===== src/rtl/kmd_pkg.sv =====
`default_nettype none
// ----------------------------------------------------------------------------
// kmd_pkg
// Shared types and constants for the key matrix debounce event block.
// ----------------------------------------------------------------------------
package kmd_pkg;

	localparam int NIBBLE_ROWS = 4;
	localparam int COL_W       = 2;
	localparam int BYTE_W      = 8;
	localparam int TIME_W      = 32;
	localparam int DEB_W       = 16;
	localparam int NOTE_W      = 7;
	localparam int KEY_W       = 4;
	localparam int CFG_IDX_W   = 2;
	localparam int QDEPTH      = 4;
	localparam int QPTR_W      = 2;
	localparam int QCNT_W      = 3;

	localparam logic [CFG_IDX_W-1:0] CFG_ROW_NIBBLE = 2'd0;
	localparam logic [CFG_IDX_W-1:0] CFG_DEBOUNCE   = 2'd1;
	localparam logic [CFG_IDX_W-1:0] CFG_NOTE_BASE  = 2'd2;

	localparam logic [DEB_W-1:0]  DEBOUNCE_RESET  = 16'd50;
	localparam logic [NOTE_W-1:0] NOTE_BASE_RESET = 7'd60;
	localparam logic [NOTE_W:0]   NOTE_MAX        = 8'd127;

	typedef struct packed {
		logic              row_nibble_high;
		logic [DEB_W-1:0]  debounce_ms;
		logic [NOTE_W-1:0] note_base;
	} kmd_cfg_t;

	// one column read that changed at least one key
	typedef struct packed {
		logic [NIBBLE_ROWS-1:0] mask;
		logic [NIBBLE_ROWS-1:0] lvl;
		logic [COL_W-1:0]       col;
	} kmd_entry_t;

endpackage
`default_nettype wire


===== src/rtl/kmd_front.sv =====
`default_nettype none
// ----------------------------------------------------------------------------
// kmd_front
// Accepts column reads, debounces each scanned key and records changes.
// ----------------------------------------------------------------------------
module kmd_front #(
	parameter int ROWS = 4,
	parameter int COLS = 4
) (
	input  wire logic                        clk,
	input  wire logic                        arst_n,
	input  wire kmd_pkg::kmd_cfg_t           cfg,
	input  wire logic                        push,
	input  wire logic [kmd_pkg::COL_W-1:0]   column,
	input  wire logic [kmd_pkg::BYTE_W-1:0]  row_byte,
	input  wire logic [kmd_pkg::TIME_W-1:0]  now_ms,
	input  wire logic                        q_full,
	output      logic                        enq,
	output      kmd_pkg::kmd_entry_t         enq_entry
);
	import kmd_pkg::*;

	localparam int LIM   = (ROWS < NIBBLE_ROWS) ? ROWS : NIBBLE_ROWS;
	localparam int CIX_W = (COLS > 1) ? $clog2(COLS) : 1;
	localparam logic [3:0] COLS_N = 4'(COLS);

	logic                   level_q [LIM][COLS];
	logic [TIME_W-1:0]      time_q  [LIM][COLS];
	logic [CIX_W-1:0]       cidx;
	logic                   col_ok;
	logic                   acc;
	logic [NIBBLE_ROWS-1:0] rows;
	logic [NIBBLE_ROWS-1:0] fire;
	logic [TIME_W-1:0]      diff [LIM];

	assign cidx   = CIX_W'(column);
	assign col_ok = ({2'b00, column} < COLS_N);
	assign acc    = push && !q_full;
	assign rows   = ~(cfg.row_nibble_high ? row_byte[7:4] : row_byte[3:0]);

	always_comb begin
		fire = '0;
		for (int r = 0; r < LIM; r++) begin
			diff[r] = now_ms - time_q[r][cidx];
			fire[r] = col_ok && (rows[r] != level_q[r][cidx])
				&& (diff[r] > {16'd0, cfg.debounce_ms});
		end
	end

	always_ff @(posedge clk or negedge arst_n) begin
		if (!arst_n) begin
			for (int r = 0; r < LIM; r++) begin
				for (int c = 0; c < COLS; c++) begin
					level_q[r][c] <= 1'b0;
					time_q[r][c]  <= '0;
				end
			end
		end else if (acc) begin
			for (int r = 0; r < LIM; r++) begin
				if (fire[r]) begin
					level_q[r][cidx] <= rows[r];
					time_q[r][cidx]  <= now_ms;
				end
			end
		end
	end

	assign enq            = acc && (fire != '0);
	assign enq_entry.mask = fire;
	assign enq_entry.lvl  = rows;
	assign enq_entry.col  = column;

endmodule
`default_nettype wire


===== src/rtl/kmd_queue.sv =====
`default_nettype none
// ----------------------------------------------------------------------------
// kmd_queue
// Short queue of changed column reads between front and back.
// ----------------------------------------------------------------------------
module kmd_queue (
	input  wire logic                clk,
	input  wire logic                arst_n,
	input  wire logic                wr_en,
	input  wire kmd_pkg::kmd_entry_t wr_data,
	output      logic                full,
	input  wire logic                rd_en,
	output      kmd_pkg::kmd_entry_t rd_data,
	output      logic                empty
);
	import kmd_pkg::*;

	kmd_entry_t        mem_q [QDEPTH];
	logic [QPTR_W-1:0] wr_ptr_q;
	logic [QPTR_W-1:0] rd_ptr_q;
	logic [QCNT_W-1:0] count_q;
	logic              do_wr;
	logic              do_rd;

	assign full    = (count_q == QCNT_W'(QDEPTH));
	assign empty   = (count_q == '0);
	assign do_wr   = wr_en && !full;
	assign do_rd   = rd_en && !empty;
	assign rd_data = mem_q[rd_ptr_q];

	always_ff @(posedge clk) begin
		if (do_wr) begin
			mem_q[wr_ptr_q] <= wr_data;
		end
	end

	always_ff @(posedge clk or negedge arst_n) begin
		if (!arst_n) begin
			wr_ptr_q <= '0;
			rd_ptr_q <= '0;
			count_q  <= '0;
		end else begin
			if (do_wr) begin
				wr_ptr_q <= wr_ptr_q + 1'b1;
			end
			if (do_rd) begin
				rd_ptr_q <= rd_ptr_q + 1'b1;
			end
			if (do_wr && !do_rd) begin
				count_q <= count_q + 1'b1;
			end else if (do_rd && !do_wr) begin
				count_q <= count_q - 1'b1;
			end
		end
	end

endmodule
`default_nettype wire


===== src/rtl/kmd_back.sv =====
`default_nettype none
// ----------------------------------------------------------------------------
// kmd_back
// Splits each changed read into key events, one per cycle while popped, into a result register.
// ----------------------------------------------------------------------------
module kmd_back #(
	parameter int COLS = 4
) (
	input  wire logic                        clk,
	input  wire logic                        arst_n,
	input  wire logic [kmd_pkg::NOTE_W-1:0]  note_base,
	input  wire kmd_pkg::kmd_entry_t         q_data,
	input  wire logic                        q_empty,
	output      logic                        q_rd,
	input  wire logic                        pop,
	output      logic                        empty,
	output      logic [kmd_pkg::KEY_W-1:0]   key_index,
	output      logic                        is_pressed,
	output      logic [kmd_pkg::NOTE_W-1:0]  note_number,
	output      logic                        last
);
	import kmd_pkg::*;

	localparam logic [7:0] COLS_8 = 8'(COLS);

	logic [NIBBLE_ROWS-1:0] work_mask_q;
	logic [NIBBLE_ROWS-1:0] work_lvl_q;
	logic [COL_W-1:0]       work_col_q;
	logic                   out_vld_q;
	logic [KEY_W-1:0]       key_q;
	logic                   press_q;
	logic [NOTE_W-1:0]      note_q;
	logic                   last_q;

	logic [NIBBLE_ROWS-1:0] low_bit;
	logic [NIBBLE_ROWS-1:0] next_mask;
	logic [1:0]             row_sel;
	logic [7:0]             key;
	logic [7:0]             note_sum;
	logic                   out_free;
	logic                   adv;
	logic                   load_work;

	assign low_bit   = work_mask_q & (~work_mask_q + 1'b1);
	assign next_mask = work_mask_q & ~low_bit;
	assign out_free  = !out_vld_q || pop;
	assign adv       = out_free && (work_mask_q != '0);
	assign load_work = (work_mask_q == '0) || (adv && (next_mask == '0));
	assign q_rd      = load_work && !q_empty;

	always_comb begin
		row_sel = 2'd0;
		for (int r = NIBBLE_ROWS - 1; r >= 0; r--) begin
			if (work_mask_q[r]) begin
				row_sel = 2'(r);
			end
		end
	end

	assign key      = ({6'd0, row_sel} * COLS_8) + {6'd0, work_col_q};
	assign note_sum = {1'b0, note_base} + key;

	always_ff @(posedge clk or negedge arst_n) begin
		if (!arst_n) begin
			work_mask_q <= '0;
			out_vld_q   <= 1'b0;
		end else begin
			if (q_rd) begin
				work_mask_q <= q_data.mask;
			end else if (adv) begin
				work_mask_q <= next_mask;
			end
			if (adv) begin
				out_vld_q <= 1'b1;
			end else if (pop) begin
				out_vld_q <= 1'b0;
			end
		end
	end

	always_ff @(posedge clk) begin
		if (q_rd) begin
			work_col_q <= q_data.col;
			work_lvl_q <= q_data.lvl;
		end
		if (adv) begin
			key_q   <= key[KEY_W-1:0];
			press_q <= work_lvl_q[row_sel];
			note_q  <= (note_sum > NOTE_MAX) ? NOTE_MAX[NOTE_W-1:0] : note_sum[NOTE_W-1:0];
			last_q  <= (next_mask == '0);
		end
	end

	assign empty       = !out_vld_q;
	assign key_index   = key_q;
	assign is_pressed  = press_q;
	assign note_number = note_q;
	assign last        = last_q;

endmodule
`default_nettype wire


===== src/rtl/keypad_matrix_debounce_events.sv =====
`default_nettype none
// ----------------------------------------------------------------------------
// keypad_matrix_debounce_events
// Debounced key matrix scanner that turns column reads into key events.
// ----------------------------------------------------------------------------
// Each pushed request is one column read; every debounced change of a key in
// that column becomes one event, lowest row first, the final one with last set.
// A request is taken every cycle while the internal four-entry queue has room;
// a read that changes n keys gives n events, so the one-event-per-cycle result
// register, while its events are popped, sets the sustained rate. A read passes
// from the queue into the work register and its first event then into the result
// register. Per-key state is cleared by reset, no clearing pass is needed.
module keypad_matrix_debounce_events #(
	parameter int ROWS = 4,
	parameter int COLS = 4
) (
	input  wire logic                           clk,
	input  wire logic                           arst_n,
	input  wire logic                           cfg_we,
	input  wire logic [kmd_pkg::CFG_IDX_W-1:0]  cfg_index,
	input  wire logic [kmd_pkg::DEB_W-1:0]      cfg_wdata,
	input  wire logic                           push,
	output      logic                           full,
	input  wire logic [kmd_pkg::COL_W-1:0]      column,
	input  wire logic [kmd_pkg::BYTE_W-1:0]     row_byte,
	input  wire logic [kmd_pkg::TIME_W-1:0]     now_ms,
	output      logic                           empty,
	input  wire logic                           pop,
	output      logic [kmd_pkg::KEY_W-1:0]      key_index,
	output      logic                           is_pressed,
	output      logic [kmd_pkg::NOTE_W-1:0]     note_number,
	output      logic                           last
);
	import kmd_pkg::*;

	kmd_cfg_t   cfg_q;
	logic       q_full;
	logic       q_empty;
	logic       q_rd;
	logic       enq;
	kmd_entry_t enq_entry;
	kmd_entry_t q_data;

	always_ff @(posedge clk or negedge arst_n) begin
		if (!arst_n) begin
			cfg_q.row_nibble_high <= 1'b0;
			cfg_q.debounce_ms     <= DEBOUNCE_RESET;
			cfg_q.note_base       <= NOTE_BASE_RESET;
		end else if (cfg_we) begin
			case (cfg_index)
				CFG_ROW_NIBBLE: cfg_q.row_nibble_high <= cfg_wdata[0];
				CFG_DEBOUNCE:   cfg_q.debounce_ms     <= cfg_wdata;
				CFG_NOTE_BASE:  cfg_q.note_base       <= cfg_wdata[NOTE_W-1:0];
				default: begin
				end
			endcase
		end
	end

	assign full = q_full;

	kmd_front #(.ROWS(ROWS), .COLS(COLS)) u_front (
		.clk       (clk),
		.arst_n    (arst_n),
		.cfg       (cfg_q),
		.push      (push),
		.column    (column),
		.row_byte  (row_byte),
		.now_ms    (now_ms),
		.q_full    (q_full),
		.enq       (enq),
		.enq_entry (enq_entry)
	);

	kmd_queue u_queue (
		.clk     (clk),
		.arst_n  (arst_n),
		.wr_en   (enq),
		.wr_data (enq_entry),
		.full    (q_full),
		.rd_en   (q_rd),
		.rd_data (q_data),
		.empty   (q_empty)
	);

	kmd_back #(.COLS(COLS)) u_back (
		.clk         (clk),
		.arst_n      (arst_n),
		.note_base   (cfg_q.note_base),
		.q_data      (q_data),
		.q_empty     (q_empty),
		.q_rd        (q_rd),
		.pop         (pop),
		.empty       (empty),
		.key_index   (key_index),
		.is_pressed  (is_pressed),
		.note_number (note_number),
		.last        (last)
	);

endmodule
`default_nettype wire


===== config.mk =====
export PLATFORM = sky130hd
export DESIGN_NAME = keypad_matrix_debounce_events
export DESIGN_NICKNAME = d
export VERILOG_FILES = /design/src/rtl/kmd_pkg.sv /design/src/rtl/kmd_front.sv /design/src/rtl/kmd_queue.sv /design/src/rtl/kmd_back.sv /design/src/rtl/keypad_matrix_debounce_events.sv
export SDC_FILE = /design/constraint.sdc
export NUM_CORES = 1
export LEC_CHECK = 0
export BUFFER_PORTS_ARGS = -buffer_cell sky130_fd_sc_hd__clkbuf_2
export CORE_MARGIN = 2
export CORE_UTILIZATION = 41
export CTS_CLUSTER_DIAMETER = 30
export CTS_CLUSTER_SIZE = 14
export DETAILED_ROUTE_END_ITERATION = 10
export GPL_ROUTABILITY_DRIVEN = 0
export GPL_TIMING_DRIVEN = 0
export PLACE_DENSITY = 0.63
export RECOVER_POWER = 100
export SLEW_MARGIN = 10
export SYNTH_ARGS = -nofsm -noshare
export SYNTH_HDL_FRONTEND = slang
export SYNTH_SLANG_ARGS = --single-unit

===== constraint.sdc =====
create_clock -name clk -period 16.3 [get_ports clk]
set_input_delay 2.445 -clock clk [delete_from_list [all_inputs] [get_ports clk]]
set_output_delay 2.445 -clock clk [all_outputs]
set_load 0.02 [all_outputs]

==> run summary, run 1 <==
# IOs = 80
Max Cap Viol = 8
largest net degree at the start of global routing = 100
Net Count, Synth = 3,312
Die H = 302 um
Post-synth ARST share = 90.5%
Layout Cells excl Fill = 4,526
Post-Synth Simple-Gate Area = 6.82%
worst slew pin tran = 5220 ps
Synth Area in Compound Gates = 9.62%
Worst Path Max Fanout = 10
Row Count = 109
initial antenna violation count = 1
final core occ = 48.7%
Cells after Synth = 3,036
Slowest Stage Delay on Critical Path = 1310 ps
main combinational cell family by area after synthesis = multiplexers
# setup viols final = 0
worst hold path type = reg2reg
Post-CTS Hold Buffers = 0
drt via density = 5.79
most frequent cells in the layout = dfrtp_1 (557), mux2_2 (550), ha_1 (205)
Worst setup SP type = input pin
drt initial violations = 1,825
Yosys warning total = 0
Via Count = 26,200
most common cell after layout, fill and taps aside = dfrtp_1
Core Footprint = 88,100 um2
pwr dens = 221 nW/um2
worst vdd ir = 0.122 mV
Critical Path End Type = register
sequential share of the synthesized area = 43.7%
Detailed Routing Iterations Pass 1 = 5
highest clock rate = 82.1 MHz
clk sink count = 623
Worst Reg-to-Reg Cells = 20
ant diodes = 0
clock tree buffer depth = 3
Worst EP required = 16,900 ps
leakage power = 18.2 nW
failing checks = max-capacitance violations, max-slew violations
final worst path period need = 12,180 ps
Die Span X = 302 um
Post-CTS Setup Repair Bufs = 0
gr usage total = 22.6%
unrepaired setup endpoints after global routing = no
Crit Path Category = in2reg
Setup TNS = 0 ps
xor/xnor cell area share of the yosys netlist = 2.29%
worst skew pair latency = 730 ps
share of layout cells above drive strength 1 = 29.9%
post-synthesis cell type count = 81
Layout area overhead = 18.0%
total die area = 91,100 um2
hold path cells = 0
slew margin rel. = -248%
Worst Slack Setup Final = 4120 ps
CTS tree = yes
# H-tree levels = 4
final wirelength = 101,000 um
first-pass GRT wire length = 157,000 um
Yosys reg bits = 623
status = complete, but fails checks
Congestion Overflow GR = 0
critical-path cell with the highest stage delay = nor3_1
DRC viols = 0
Final period util = 74.7%
Cell Area, Synth = 36,400 um2
PortBufs = 79
mean area per synthesized cell = 12.0 um2
Routed Antenna Nets = 0
Post-Place Cells = 4,286
final hold vios = 0
Num CTS Buffers = 133
Initial Util = 41.3%
Main synth FF type = dfrtp_1
dpl hpwl = 73,000 um
EDFF count, synth = 59
Post-Synth Adder-Cell Area = 7.44%
clk_skew = 28.3 ps
Most Frequent Cell on Critical Path = clkbuf_1
WL per Instance = 22.4 um
vias in the first global route = 26,800
mux share of post-synthesis cell area = 26.3%
clock transition at the registers of the reported paths = 50 ps
Fillers = 7,956
CTS resizes = 0
Post-Place Worst Slack = 4250 ps
critical path arrival = 12,780 ps
nets = 3,532
Max Slew Vio Count = 490
total power = 9.48 mW
Root Buffer = clkbuf_16
-- state kept, by name, indices dropped and copies added, names as in the netlist --
| register | cells |
|---|---|
| u_front.time_q | 512 |
| u_queue.mem_q | 40 |
| cfg_q | 24 |
| u_front.level_q | 16 |
| u_back.note_number | 7 |
| u_back.key_index | 4 |
| u_back.work_lvl_q | 4 |
| u_back.work_mask_q | 4 |
| u_queue.count_q | 3 |
| u_back.work_col_q | 2 |
| u_queue.rd_ptr_q | 2 |
| u_queue.wr_ptr_q | 2 |
| u_back.is_pressed | 1 |
| u_back.last | 1 |
| u_back.out_vld_q | 1 |
-- layer usage --
| metal | GRT usage (%) | part of all wire [%] | vias up | wire length [um] |
|---|---|---|---|---|
| li1 | - | - | 11800 | - |
| met1 | 30.5 | 44 | 13400 | 44200 |
| met5 | 0 | 0 | - | 0 |
| met2 | 36.5 | 47 | 814 | 47600 |
| met3 | 4.16 | 6.3 | 196 | 6420 |
| met4 | 8.20 | 3.0 | 0 | 3050 |
-- cell usage after synthesis (56+ instances only) --
library cell	n	area [um2]
a21oi_1	188	941
buf_2	57	285
clkbuf_1	102	383
dfrtp_1	557	13900
edfxtp_1	59	1770
ha_1	205	2560
inv_1	171	642
mux2_2	551	6200
mux4_2	142	3200
nand2_1	130	488
nand4_1	56	350
nor2_1	114	428
o21ai_0	97	485
xnor2_1	62	543
-- kinds of logic (layout without fill, tap and decap cells) --
kind of cell	after synthesis	in the layout
mux	709	709
flops	623	623
compound gates	547	547
simple gates	502	502
buf+inv	347	672
fa+ha+maj	213	213
xor+xnor	95	95
-- critical path: cells and delay by family --
kind / cells / cell delay (ps)
and+or+nand+nor: 5 / 2270
AOI/OAI and AO/OA: 8 / 2380
muxes: 2 / 1030
xor gates and xnor gates: 1 / 130
buffers and inverters: 6 / 3560
adders and majority gates: 3 / 940
-- path summary, 6_finish.rpt --
check | start | to | slack [ps]
max in group asynchronous | arst_n | u_front.time_q[372] | 4920
min in group asynchronous | arst_n | u_front.time_q[199] | 3060
setup reg to reg | u_front.time_q[256] | u_front.time_q[379] | 8550
setup / recovery | column[0] | u_front.time_q[379] | 4120
hold / removal | u_back.work_col_q[0] | u_back.key_index[0] | 460
hold reg to reg | u_back.work_col_q[0] | u_back.key_index[0] | 460
-- stage by stage --
stage | cell area, um2 | hold slack, ps
finish | 42900 | 457
global route | 42900 | 479
CTS | 43100 | 460
detailed placement | 38400 | 471
global placement | 38200 | 466
floorplan | 36400 | 431
-- layout make-up --
class	count	area, um2	share of cell area, %
Tap cell	1165	1460	3.40
Clock buffer	172	3710	8.65
Timing Repair Buffer	85	417	0.972
Clock inverter	68	1010	2.37
Sequential cell	623	15900	37.1
Inverter	171	642	1.50
Buffer	176	676	1.58
Multi-Input combinational cell	2066	19100	44.5
-- where the power goes --
| group | internal (mW) | switching [mW] |
|---|---|---|
| Combinational | 1.87 | 2.12 |
| Sequential | 2.34 | 0.349 |
| Clock | 1.91 | 0.896 |
No activity file was read; power rests on OpenSTA's default activity.
==> run 2, diff against run 1 <==
- ABC_AREA: default -> 1
- PLACE_DENSITY: 0.63 -> 0.65
- clock period: 16.3 -> 9.9 ns (I/O delays scaled with it)
==> run summary, run 2 <==
# setup viols final = 0 (unchanged)
most common cell after layout, fill and taps aside = nand2_1
critical-path cell with the highest stage delay = clkbuf_1
critical path arrival = 9680 ps (-3100 ps)
# H-tree levels = 3 (-1)
final worst path period need = 9080 ps
CTS tree = yes
Worst Slack Setup Final = 816 ps (-3310 ps)
flop-to-flop setup slack = 3840 ps (-4710 ps)
Layout area overhead = 15.1%
DP Area = 39,400 um2 (+2.6%)
slew margin rel. = -229% (+19 points)
Worst EP required = 10,500 ps (-6400 ps)
first-pass GRT wire length = 201,000 um (+28%)
Core Footprint = 90,100 um2 (+2.3%)
worst vdd ir = 0.151 mV (+24%)
drt via density = 5.47 (-5.5%)
clk_skew = 57.2 ps (+28.9 ps)
Setup crit end = u_front.time_q[139]
area leader, netlist = dfrtp_1
Via Count = 34,500 (+32%)
Cell Area, Synth = 37,300 um2 (+2.7%)
final wirelength = 134,000 um (+32%)
share of layout cells above drive strength 1 = 6.93% (-23 points)
top post-synthesis cells by area = dfrtp_1 (37%), nand2_1 (16%), ha_1 (6.9%)
most frequent cells in the layout = nand2_1 (1,613), inv_1 (601), o21ai_0 (562)
Congestion Overflow GR = 0 (unchanged)
switch share = 40.9% (+5.4 points)
Net Count, Synth = 5,121 (+55%)
clk sink count = 623 (unchanged)
Routed Antenna Nets = 0 (unchanged)
Design Area, Final = 43,000 um2 (+0.23%)
nets = 5,319 (+51%)
Worst Reg-to-Reg Cells = 32 (+60%)
pwr dens = 332 nW/um2 (+50%)
Worst Path Max Fanout = 10 (unchanged)
Max Slew Vio Count = 90 (-82%)
clock network power share = 28.3% (-1.3 points)
Hold Slack = 480 ps (+22.9 ps)
cell-internal power = 8.42 mW (+38%)
Max Cap Viol = 3 (-5)
post-synth top area share = 37.3% (-1.0 points)
final hold vios = 0 (unchanged)
most frequent cell after synthesis = nand2_1
Post-CTS Hold Buffers = 0 (unchanged)
status = complete, but fails checks
clock transition at the registers of the reported paths = 50 ps (about the same)
Post-synth ARST share = 90.5% (unchanged)
M3 GR Usage = 6.53% (+2.4 points)
WL per Instance = 21.2 um (-5.2%)
Most Frequent Cell on Critical Path = nand2_1
Die Span X = 306 um (+1.3%)
Main synth FF type = dfrtp_1
Yosys warning total = 0 (unchanged)
Largest regs = u_front.time_q x512, u_queue.mem_q x40, cfg_q x24
total die area = 93,500 um2 (+2.7%)
Final period util = 91.8%
PortBufs = 79 (unchanged)
dpl hpwl = 102,000 um (+40%)
mean area per synthesized cell = 7.71 um2 (-36%)
worst hold path type = reg2reg
Crit Path Category = in2reg
Biggest register = u_front.time_q
met1 usage = 36.7% (+6.2 points)
Detailed Routing Iterations Pass 1 = 8 (+3)
largest net degree at the start of global routing = 96 (-4.0%)
highest clock rate = 110 MHz
clock tree buffer depth = 3 (unchanged)
failing checks = max-capacitance violations, max-slew violations
DRC viols = 0 (unchanged)
reg2reg start = u_front.time_q[353]
GRT busiest layer = met2
Num CTS Buffers = 109 (-18%)
post-synthesis cell type count = 48 (-41%)
Critical Path End Type = register
worst slew pin tran = 4930 ps (-288 ps)
EDFF count, synth = 59 (unchanged)
Yosys reg bits = 623 (unchanged)
sequential power share = 30.8% (+2.5 points)
Post-Place Worst Slack = 970 ps (-3280 ps)
# IOs = 80 (unchanged)
GRT met2 Usage = 45.1% (+8.5 points)
crit path launch = column[0]
sw power = 5.83 mW (+73%)
leakage power = 22.1 nW (+22%)
Commonest cells post-synth = nand2_1 (1,610), inv_1 (601), dfrtp_1 (557), o21ai_0 (500), nor2_1 (262)
Initial Util = 41.4% (+0.15 points)
Cells after Synth = 4,845 (+60%)
Post-CTS Setup Repair Bufs = 0 (unchanged)
Row Count = 110 (+0.92%)
CTS resizes = 0 (unchanged)
reg2reg end = u_front.time_q[318]
gr usage total = 28.4% (+5.8 points)
sequential share of the synthesized area = 42.6% (-1.2 points)
Comb power frac = 40.8% (-1.3 points)
Slowest Stage Delay on Critical Path = 860 ps (-450 ps)
unrepaired setup endpoints after global routing = no
vias in the first global route = 32,700 (+22%)
Root Buffer = clkbuf_16
max reg flops = 512 (unchanged)
Die H = 306 um (+1.3%)
drt initial violations = 3,517 (+93%)
worst skew pair latency = 700 ps (-30 ps)
initial antenna violation count = 3 (+2)
Worst setup SP type = input pin
[run 2: worst min path at each step]
stage,startpoint,endpoint,slack (ps),cells past startpoint
detailed placement,u_front.time_q[167],u_front.time_q[167],470,2
CTS,u_front.time_q[240],u_front.time_q[240],490,2
global route,u_front.time_q[53],u_front.time_q[53],500,2
floorplan,u_back.work_col_q[0],u_back.key_index[0],430,0
finish,u_front.time_q[45],u_front.time_q[45],480,2
global placement,u_front.time_q[45],u_front.time_q[45],460,2
[run 2: power by group through the flow]
stage	clock network [mW]	registers, mW	logic, mW
after floorplan	0	4.27	4.13
after global placement	0	4.37	5.64
after detailed placement	0	4.39	5.77
after CTS	4.06	4.37	5.80
after global routing	4.18	4.52	6.58
final	4.04	4.40	5.82
[run 2: final cells by class]
cell class,count,area (um2)
Sequential cell,623,15900
Inverter,607,2280
Multi-Input combinational cell,3403,17700
Buffer,212,1080
Clock buffer,136,2980
Tap cell,1176,1470
Fill cell,8771,47200
Clock inverter,70,1000
Antenna cell,2,5.00
Timing Repair Buffer,87,547
[run 2: worst max-delay path, delay by kind of cell]
family | cells | cell delay, ps
buffers and inverters | 8 | 4080
AND/OR/NAND/NOR | 18 | 2700
adder cells (fa/ha/maj) | 2 | 730
AO/OA/AOI/OAI | 2 | 510
XOR/XNOR | 1 | 120
[run 2: cell families (layout without fill, tap and decap cells)]
| group | count (synthesis) | after routing | share of synthesized area [%] |
|---|---|---|---|
| AOI/OAI and AO/OA | 999 | 999 | 16.2 |
| other | 0 | 2 | 0 |
| xor gates and xnor gates | 66 | 66 | 1.55 |
| DFF | 623 | 623 | 42.6 |
| muxes | 1 | 1 | 0.0302 |
| and+or+nand+nor | 2126 | 2126 | 22.7 |
| buffers and inverters | 819 | 1112 | 9.79 |
| adders and majority gates | 211 | 211 | 7.19 |
[run 2: metrics by stage]
stage	setup TNS (ps)	instances	utilization [%]	power, mW
6_report	0	6316	47.7	14.3
5_1_grt	0	6314	47.7	15.3
4_1_cts	0	6314	48.1	14.2
3_5_place_dp	0	6108	43.7	10.2
3_3_place_gp	-3358200	6100	43.5	10.0
2_1_floorplan	0	4845	-	8.40
[run 2: metal layers]
layer / wire length (um) / vias to the layer above / share of wire, %
met5: 0 / - / 0
met4: 7390 / 0 / 5.5
met3: 12500 / 305 / 9.3
met2: 59600 / 1502 / 45
met1: 54400 / 16500 / 41
li1: - / 16200 / -
